--- src/hdl/kslp_pkg.sv ---
package kslp_pkg;

  localparam int NUM_KEYS  = 8;
  localparam int KEY_IDX_W = 3;
  localparam int TICKS_W   = 16;
  localparam int CODE_W    = 4;

  // Key positions in key_pressed
  localparam logic [KEY_IDX_W-1:0] KEY_POWER  = 3'd0;
  localparam logic [KEY_IDX_W-1:0] KEY_MODE   = 3'd1;
  localparam logic [KEY_IDX_W-1:0] KEY_DOWN   = 3'd2;
  localparam logic [KEY_IDX_W-1:0] KEY_UP     = 3'd3;
  localparam logic [KEY_IDX_W-1:0] KEY_PLASMA = 3'd4;
  localparam logic [KEY_IDX_W-1:0] KEY_DRY    = 3'd5;
  localparam logic [KEY_IDX_W-1:0] KEY_MOUSE  = 3'd6;
  localparam logic [KEY_IDX_W-1:0] KEY_WIFI   = 3'd7;

  localparam logic [TICKS_W-1:0] LONG_PRESS_RESET = 16'd40;

  typedef logic [CODE_W-1:0] event_code_t;

  localparam event_code_t EV_POWER_SHORT  = 4'd0;
  localparam event_code_t EV_POWER_LONG   = 4'd1;
  localparam event_code_t EV_MODE_SHORT   = 4'd2;
  localparam event_code_t EV_MODE_LONG    = 4'd3;
  localparam event_code_t EV_DOWN_SHORT   = 4'd4;
  localparam event_code_t EV_UP_SHORT     = 4'd5;
  localparam event_code_t EV_PLASMA_SHORT = 4'd6;
  localparam event_code_t EV_DRY_SHORT    = 4'd7;
  localparam event_code_t EV_MOUSE_SHORT  = 4'd8;
  localparam event_code_t EV_WIFI_LONG    = 4'd9;

  typedef struct packed {
    logic        valid;
    event_code_t code;
  } key_event_t;

  // Key has a short event on release
  function automatic logic has_short(input logic [KEY_IDX_W-1:0] k);
    return k != KEY_WIFI;
  endfunction

  // Key has a long event at threshold
  function automatic logic has_long(input logic [KEY_IDX_W-1:0] k);
    return (k == KEY_POWER) || (k == KEY_MODE) || (k == KEY_WIFI);
  endfunction

  function automatic event_code_t short_code(input logic [KEY_IDX_W-1:0] k);
    event_code_t c;
    unique case (k)
      KEY_POWER:  c = EV_POWER_SHORT;
      KEY_MODE:   c = EV_MODE_SHORT;
      KEY_DOWN:   c = EV_DOWN_SHORT;
      KEY_UP:     c = EV_UP_SHORT;
      KEY_PLASMA: c = EV_PLASMA_SHORT;
      KEY_DRY:    c = EV_DRY_SHORT;
      KEY_MOUSE:  c = EV_MOUSE_SHORT;
      default:    c = EV_POWER_SHORT;  // wifi: gated off by has_short
    endcase
    return c;
  endfunction

  function automatic event_code_t long_code(input logic [KEY_IDX_W-1:0] k);
    event_code_t c;
    unique case (k)
      KEY_POWER: c = EV_POWER_LONG;
      KEY_MODE:  c = EV_MODE_LONG;
      KEY_WIFI:  c = EV_WIFI_LONG;
      default:   c = EV_POWER_SHORT;  // gated off by has_long
    endcase
    return c;
  endfunction

endpackage

--- src/hdl/kslp_scan.sv ---
module kslp_scan #(
  parameter int COUNT_WIDTH = 16
) (
  input  logic [kslp_pkg::NUM_KEYS-1:0][COUNT_WIDTH-1:0] counts,
  input  logic [kslp_pkg::NUM_KEYS-1:0]                  key_pressed,
  input  logic                                           powered,
  input  logic [kslp_pkg::TICKS_W-1:0]                   long_press_ticks,
  output logic [kslp_pkg::NUM_KEYS-1:0][COUNT_WIDTH-1:0] counts_next,
  output kslp_pkg::key_event_t                           evt
);

  // Compare width covers both the counter and the threshold
  localparam int CMP_W = (COUNT_WIDTH > kslp_pkg::TICKS_W) ? COUNT_WIDTH : kslp_pkg::TICKS_W;

  logic [kslp_pkg::NUM_KEYS-1:0] press;
  logic [kslp_pkg::NUM_KEYS-1:0] release_hit;
  logic [kslp_pkg::NUM_KEYS-1:0] sel;
  logic [kslp_pkg::NUM_KEYS-1:0] sat;
  logic [kslp_pkg::NUM_KEYS-1:0] ev_hit;
  kslp_pkg::event_code_t         ev_code [kslp_pkg::NUM_KEYS];
  logic [CMP_W-1:0]              ticks_ext;

  assign ticks_ext = CMP_W'(long_press_ticks);

  // Per-key press / release tests and candidate events
  always_comb begin
    for (int k = 0; k < kslp_pkg::NUM_KEYS; k++) begin
      logic [CMP_W-1:0]                 c_ext;
      logic [kslp_pkg::KEY_IDX_W-1:0]   kid;
      kid            = kslp_pkg::KEY_IDX_W'(k);
      c_ext          = CMP_W'(counts[k]);
      press[k]       = key_pressed[k] && ((kid == kslp_pkg::KEY_POWER) || powered);
      release_hit[k] = (counts[k] != '0) && !key_pressed[k];
      sat[k]         = (counts[k] == '1);
      if (press[k]) begin
        ev_hit[k]  = !sat[k] && ((c_ext + CMP_W'(1)) == ticks_ext)
                     && kslp_pkg::has_long(kid) && powered;
        ev_code[k] = kslp_pkg::long_code(kid);
      end else begin
        ev_hit[k]  = (c_ext < ticks_ext) && kslp_pkg::has_short(kid);
        ev_code[k] = kslp_pkg::short_code(kid);
      end
    end
  end

  // First matching key in priority order wins
  always_comb begin
    logic found;
    found = 1'b0;
    for (int k = 0; k < kslp_pkg::NUM_KEYS; k++) begin
      sel[k] = !found && (press[k] || release_hit[k]);
      found  = found || press[k] || release_hit[k];
    end
  end

  // Counter update for the selected key only
  always_comb begin
    for (int k = 0; k < kslp_pkg::NUM_KEYS; k++) begin
      counts_next[k] = counts[k];
      if (sel[k]) begin
        if (press[k]) begin
          if (!sat[k]) counts_next[k] = counts[k] + COUNT_WIDTH'(1);
        end else begin
          counts_next[k] = '0;
        end
      end
    end
  end

  // Event mux; code reads zero when no event
  always_comb begin
    evt = '0;
    for (int k = 0; k < kslp_pkg::NUM_KEYS; k++) begin
      if (sel[k] && ev_hit[k]) begin
        evt.valid = 1'b1;
        evt.code  = evt.code | ev_code[k];
      end
    end
  end

endmodule

--- src/hdl/key_short_long_press_detector.sv ---
// Key short/long press detector. One scan tick (eight key levels on s_axis_tdata, the
// power-on flag on s_axis_tuser) is taken per clock unless stalled and yields exactly one
// result; the tick is held in the input register, its result in the result register:
// event_valid on m_axis_tuser, the event code on m_axis_tdata (zero when no event).
// Sustained rate is one tick per cycle when not stalled, set by the per-key counter
// read-modify-write, which finishes between the input register and the result register.
// While m_axis_tready is low the result register holds, then the input register fills
// and s_axis_tready drops. The long-press threshold is written through the cfg channel
// (reset value 40) only while no tick is in flight; the user ensures this, not the block.
module key_short_long_press_detector #(
  parameter int COUNT_WIDTH = 16
) (
  input  logic        clk,
  input  logic        rst,
  // Config write channel
  input  logic        cfg_valid,
  output logic        cfg_ready,
  input  logic [15:0] cfg_data,       // long_press_ticks
  // Tick input
  input  logic        s_axis_tvalid,
  output logic        s_axis_tready,
  input  logic [7:0]  s_axis_tdata,   // [7:0] key_pressed
  input  logic [0:0]  s_axis_tuser,   // [0] powered
  // Event output
  output logic        m_axis_tvalid,
  input  logic        m_axis_tready,
  output logic [7:0]  m_axis_tdata,   // [3:0] event_code, [7:4] zero
  output logic [0:0]  m_axis_tuser    // [0] event_valid
);

  logic [kslp_pkg::TICKS_W-1:0]                   long_press_ticks;
  logic                                           s1_valid;
  logic [kslp_pkg::NUM_KEYS-1:0]                  s1_keys;
  logic                                           s1_pwr;
  logic [kslp_pkg::NUM_KEYS-1:0][COUNT_WIDTH-1:0] counts;
  logic [kslp_pkg::NUM_KEYS-1:0][COUNT_WIDTH-1:0] counts_next;
  kslp_pkg::key_event_t                           evt;
  logic                                           out_valid;
  kslp_pkg::key_event_t                           out_evt;
  logic                                           in_fire;
  logic                                           out_free;
  logic                                           s1_fire;
  logic [kslp_pkg::NUM_KEYS-1:0]                  change;

  // Handshake
  assign out_free      = !out_valid || m_axis_tready;
  assign s1_fire       = s1_valid && out_free;
  assign s_axis_tready = !s1_valid || out_free;
  assign in_fire       = s_axis_tvalid && s_axis_tready;
  assign cfg_ready     = 1'b1;

  // Threshold register
  always_ff @(posedge clk) begin
    if (rst) begin
      long_press_ticks <= kslp_pkg::LONG_PRESS_RESET;
    end else if (cfg_valid) begin
      long_press_ticks <= cfg_data;
    end
  end

  // Input register
  always_ff @(posedge clk) begin
    if (rst) begin
      s1_valid <= 1'b0;
    end else if (in_fire) begin
      s1_valid <= 1'b1;
    end else if (s1_fire) begin
      s1_valid <= 1'b0;
    end
  end

  always_ff @(posedge clk) begin
    if (in_fire) begin
      s1_keys <= s_axis_tdata;
      s1_pwr  <= s_axis_tuser[0];
    end
  end

  kslp_scan #(
    .COUNT_WIDTH(COUNT_WIDTH)
  ) u_scan (
    .counts          (counts),
    .key_pressed     (s1_keys),
    .powered         (s1_pwr),
    .long_press_ticks(long_press_ticks),
    .counts_next     (counts_next),
    .evt             (evt)
  );

  // Press counters
  always_ff @(posedge clk) begin
    if (rst) begin
      counts <= '0;
    end else if (s1_fire) begin
      counts <= counts_next;
    end
  end

  // Result register
  always_ff @(posedge clk) begin
    if (rst) begin
      out_valid <= 1'b0;
    end else if (s1_fire) begin
      out_valid <= 1'b1;
    end else if (m_axis_tready) begin
      out_valid <= 1'b0;
    end
  end

  always_ff @(posedge clk) begin
    if (s1_fire) begin
      out_evt <= evt;
    end
  end

  assign m_axis_tvalid = out_valid;
  assign m_axis_tdata  = {4'b0000, out_evt.code};
  assign m_axis_tuser  = out_evt.valid;

  // Keys whose counter moves this cycle
  always_comb begin
    for (int k = 0; k < kslp_pkg::NUM_KEYS; k++) begin
      change[k] = counts_next[k] != counts[k];
    end
  end

  // At most one counter changes per tick
  assert property (@(posedge clk) disable iff (rst) s1_fire |-> $onehot0(change))
    else $error("more than one press counter updated in one tick");

  // Counters hold when no tick is processed
  assert property (@(posedge clk) disable iff (rst) !s1_fire |=> $stable(counts))
    else $error("press counters changed without a tick");

  // A processed tick always lands in the result register
  assert property (@(posedge clk) disable iff (rst) s1_fire |=> out_valid)
    else $error("processed tick produced no result");

  // Empty input stage must take a new tick
  assert property (@(posedge clk) disable iff (rst) !s1_valid |-> s_axis_tready)
    else $error("input stalled while input stage empty");

  // No event means a zero code
  assert property (@(posedge clk) disable iff (rst)
      out_valid && !out_evt.valid |-> out_evt.code == kslp_pkg::EV_POWER_SHORT)
    else $error("nonzero event code without event");

endmodule
--- config.mk ---
export PLATFORM = sky130hd
export DESIGN_NAME = key_short_long_press_detector
export DESIGN_NICKNAME = d
export VERILOG_FILES = /design/src/hdl/kslp_pkg.sv /design/src/hdl/kslp_scan.sv /design/src/hdl/key_short_long_press_detector.sv
export SDC_FILE = /design/constraint.sdc
export NUM_CORES = 1
export LEC_CHECK = 0
export ABC_AREA = 1
export BUFFER_PORTS_ARGS = -buffer_cell sky130_fd_sc_hd__clkbuf_2
export CAP_MARGIN = 10
export CORE_UTILIZATION = 28
export CTS_BUF_LIST = sky130_fd_sc_hd__clkbuf_2
export DETAILED_ROUTE_END_ITERATION = 10
export HOLD_SLACK_MARGIN = 0.05
export PLACE_DENSITY = 0.52
export SETUP_SLACK_MARGIN = 0.2
export SYNTH_ARGS = -nofsm -noshare
export SYNTH_HDL_FRONTEND = slang
export SYNTH_SLANG_ARGS = --single-unit
--- constraint.sdc ---
create_clock -name clk -period 5.02 [get_ports clk]
set_input_delay 0.502 -clock clk [delete_from_list [all_inputs] [get_ports clk]]
set_output_delay 0.502 -clock clk [all_outputs]
set_load 0.05 [all_outputs]
==> impl_summary.log <==
INFO  metric run_status = finished, final reports clean
INFO  metric cts-root-buf = sky130_fd_sc_hd__clkbuf_2
INFO  metric layout_worst_path_cycle_share = 63.9%
INFO  metric post_drt_via_cell_ratio = 5.04
INFO  metric route.detailed.wl_per_inst = between 15 and 20 um
INFO  metric grt.total_usage = 18.9%
INFO  metric core_region_area = ~0.044 mm2
INFO  metric worstPathMaxFanout = 31
INFO  metric first_global_vias = 12300
INFO  metric netSwitchingPower = 911 uW
INFO  metric cells_after_synth = 1942
INFO  metric worst_clock_skew = 55.9 ps
INFO  metric power_report.internal_total = about 1700 uW
INFO  metric cts_repair_resize_count = 0
INFO  metric critPathRequiredTime = 5800 ps
INFO  metric hold_slack = 238 ps
INFO  metric hpwl = 32100 um
INFO  metric fp-row-count = 77
INFO  metric synth-edff-count = 14
INFO  metric final_nets = 2156
INFO  metric endpoint_kind = register
INFO  metric io_buffers = 36
INFO  metric setup_repair_after_global_routing_missed_its_margin = no
INFO  metric cts_max_level = 4
INFO  metric drt.antenna.violating_nets = 0
INFO  metric timing.max_slew.rel_slack = a little over a quarter
INFO  metric comb_power_share = 17.1%
INFO  metric drv_cap = 0
INFO  metric switching_part_of_the_total = 34.3%
INFO  metric ys_async_sr_fraction = 0%
INFO  metric finalSetupViolCount = 0
INFO  metric ys_top_cells_by_area = sky130_fd_sc_hd__dfxtp_1 (23%), sky130_fd_sc_hd__nand2_1 (13%), sky130_fd_sc_hd__ha_1 (12%)
INFO  metric pin_count_of_the_biggest_net_entering_global_routing = 56
INFO  metric worstHoldPathCells = 3
INFO  metric numClockSinks = 160
INFO  metric criticalPathCategory = reg -> reg
INFO  metric synth.largest_area_cell = sky130_fd_sc_hd__dfxtp_1
INFO  metric antenna_found_initial = 3
INFO  metric max_slew.worst_pin.slew = between 1000 and 1500 ps
INFO  metric leakage_power_total = 0.00593 uW
INFO  metric worstPathArrival = 3980 ps
INFO  metric clock_power_share = 31.4%
INFO  metric hold_buffers = 33
INFO  metric vias = around 13000
INFO  metric wirelength = about 43000 um
INFO  metric syn-mean-instance-area = 6.53 um2
INFO  metric timing.final.crit_period = 3210 ps
INFO  metric vdd_ir_drop_max = 89.9 uV
INFO  metric tns = 0 ps
INFO  metric syn2layout_area_growth = 10.5%
INFO  metric die_area = between 0.04 and 0.05 mm2
INFO  metric postSynthRegisterBits = 160
INFO  metric ctsLongestPathBuffers = 2
INFO  metric netlist.area_leader.share = ~23%
INFO  metric number_of_buffers_added_by_the_clock_tree_synthesis_step = 17
INFO  metric worst_setup_hold_path_clk_slew = approximately 300 ps
INFO  metric syn-cell-area = 0.0127 mm2
INFO  metric final_core_util = 31.6%
INFO  metric cts_setup_buffers = 0
INFO  metric register_area_share_after_synthesis = approximately a quarter
INFO  metric post-route-drc-count = 0
INFO  metric max_freq = 0.312 GHz
INFO  metric worstHoldPathType = in -> reg
INFO  metric critical_path.startpoint_type = register
INFO  metric setup_ws = 1810 ps
INFO  metric drtIter0Drc = 1276
INFO  metric layout-drive-gt1-share = 6.60%
INFO  metric die_width = around 210 um
INFO  metric clock_latency = 910 ps
INFO  metric filler_cell_count = 4829
INFO  metric cts_tree = done
INFO  metric initial_core_util = 28.6%
INFO  metric gpl.final_weighted_congestion = 0.889
INFO  metric chipHeight = roughly 210 um
INFO  metric synth.lib_cells_used.distinct = 57
INFO  metric power_density = 189 mW/mm2
INFO  metric power_frac_seq = 51.5%
INFO  metric grt_total_ovfl = 0
INFO  metric io_pins = 42
INFO  metric worst_r2r_path_depth = 10
INFO  metric synthesis.yosys.warnings = 0
INFO  metric hold_viol = 0
INFO  metric place_ws = 1740 ps
INFO  metric synth_flop_cell = sky130_fd_sc_hd__dfxtp_1
INFO  metric grt_first_pass_wirelength = around 68000 um
INFO  metric drtPass1Iterations = 8
INFO  metric finalMaxSlewViolations = 0
==> registers in the layout, summed over array words and instances, names as in the netlist <==
signal	cells
m_axis_tuser	1
s1_pwr	1
s1_keys	8
long_press_ticks	16
s1_valid	1
m_axis_tdata	4
counts	128
m_axis_tvalid	1
==> cells in the mapped netlist (all sizes together) (3+ instances only) <==
cell      n
and2      3
a211oi   17
nor4     15
or3       6
a31oi     5
a22oi     9
edfxtp   14
nand3   161
inv     227
ha      123
o21ai    96
nor2    250
nor3     67
dfxtp   146
buf      21
a21oi   171
or2       4
nand4    61
clkbuf   13
xnor2     7
a21o      3
a32oi     5
o21a      3
xor2     25
o211ai    3
nand3b    7
nand2   464
==> critical path, cell delays in order, from the launching register on <==
cell	delay, ps
sky130_fd_sc_hd__edfxtp_1	750
sky130_fd_sc_hd__nor2_2	220
sky130_fd_sc_hd__nand4_1	140
sky130_fd_sc_hd__nor2_4	160
sky130_fd_sc_hd__nand3_4	120
sky130_fd_sc_hd__nor2_8	180
sky130_fd_sc_hd__nand4_4	160
sky130_fd_sc_hd__nor2_2	250
sky130_fd_sc_hd__nand2_1	660
sky130_fd_sc_hd__o21ai_0	400
sky130_fd_sc_hd__a21oi_1	70
==> worst paths after layout <==
| kind | endpoint | startpoint | slack (ps) |
|---|---|---|---|
| max | counts[127] | s1_keys[0] | 1810 |
| min | counts[18] | rst | 240 |
| max reg2reg | counts[127] | s1_keys[0] | 1810 |
| min reg2reg | counts[96] | counts[96] | 530 |
==> layout make-up <==
class | instances | area, um2 | share of cell area [%]
inverters | 229 | 861 | 6.14
diodes | 1 | 2.50 | 0.0178
multi-input cells | 1522 | 8280 | 59.0
repair buffers | 73 | 541 | 3.85
clock buffers | 19 | 95.1 | 0.678
clock inverters | 13 | 161 | 1.15
flip-flops and latches | 160 | 3340 | 23.8
well taps | 592 | 741 | 5.28
==> cells in the final DEF, fill, tap and decap left out, drive strengths merged, types with 5 or more instances in the layout <==
| cell type | count |
|---|---|
| or3 | 6 |
| dlygate4sd3 | 33 |
| nand3 | 161 |
| conb | 5 |
| nor2 | 250 |
| clkbuf | 55 |
| xor2 | 25 |
| inv | 229 |
| nor3 | 67 |
| a22oi | 9 |
| a21oi | 171 |
| nand2 | 464 |
| dfxtp | 146 |
| edfxtp | 14 |
| a32oi | 5 |
| nand4 | 61 |
| o21ai | 96 |
| clkinv | 6 |
| a211oi | 17 |
| a31oi | 5 |
| nand3b | 7 |
| nor4 | 15 |
| ha | 123 |
| xnor2 | 7 |
==> per-stage QoR <==
stage          power [uW]  instance area [um2]  instances
3_3_place_gp         1820                13400       2543
4_1_cts              2690                14000       2608
5_1_grt              2790                14000       2609
6_report             2660                14000       2609
3_5_place_dp         1820                13400       2543
2_1_floorplan        1670                12700       1945
==> cell families after synthesis <==
logic type	count (synthesis)	synth area share [%]
xor gates and xnor gates	34	2.56
and+or+nand+nor	1042	36.7
adders and majority gates	123	12.1
DFF	160	26.3
AOI/OAI and AO/OA	318	13.8
buffers and inverters	263	8.47
other	2	0.0592
==> power by group through the flow <==
| stage | clock (uW) | sequential (uW) | combinational [uW] |
|---|---|---|---|
| detailed placement | 0 | 1390 | 432 |
| CTS | 862 | 1370 | 454 |
| finish | 833 | 1370 | 455 |
| global route | 910 | 1370 | 504 |
| global placement | 0 | 1390 | 424 |
| floorplan | 0 | 1370 | 297 |
==> routing by layer <==
metal | share of wire [%] | vias to the layer above | GRT usage, %
met5 | 0 | - | 0
met4 | 2.2 | 0 | 5.62
met3 | 5.4 | 49 | 3.04
met2 | 45 | 370 | 30.3
met1 | 48 | 6081 | 25.8
li1 | - | 6658 | -
No activity file was read; power rests on OpenSTA's default activity.
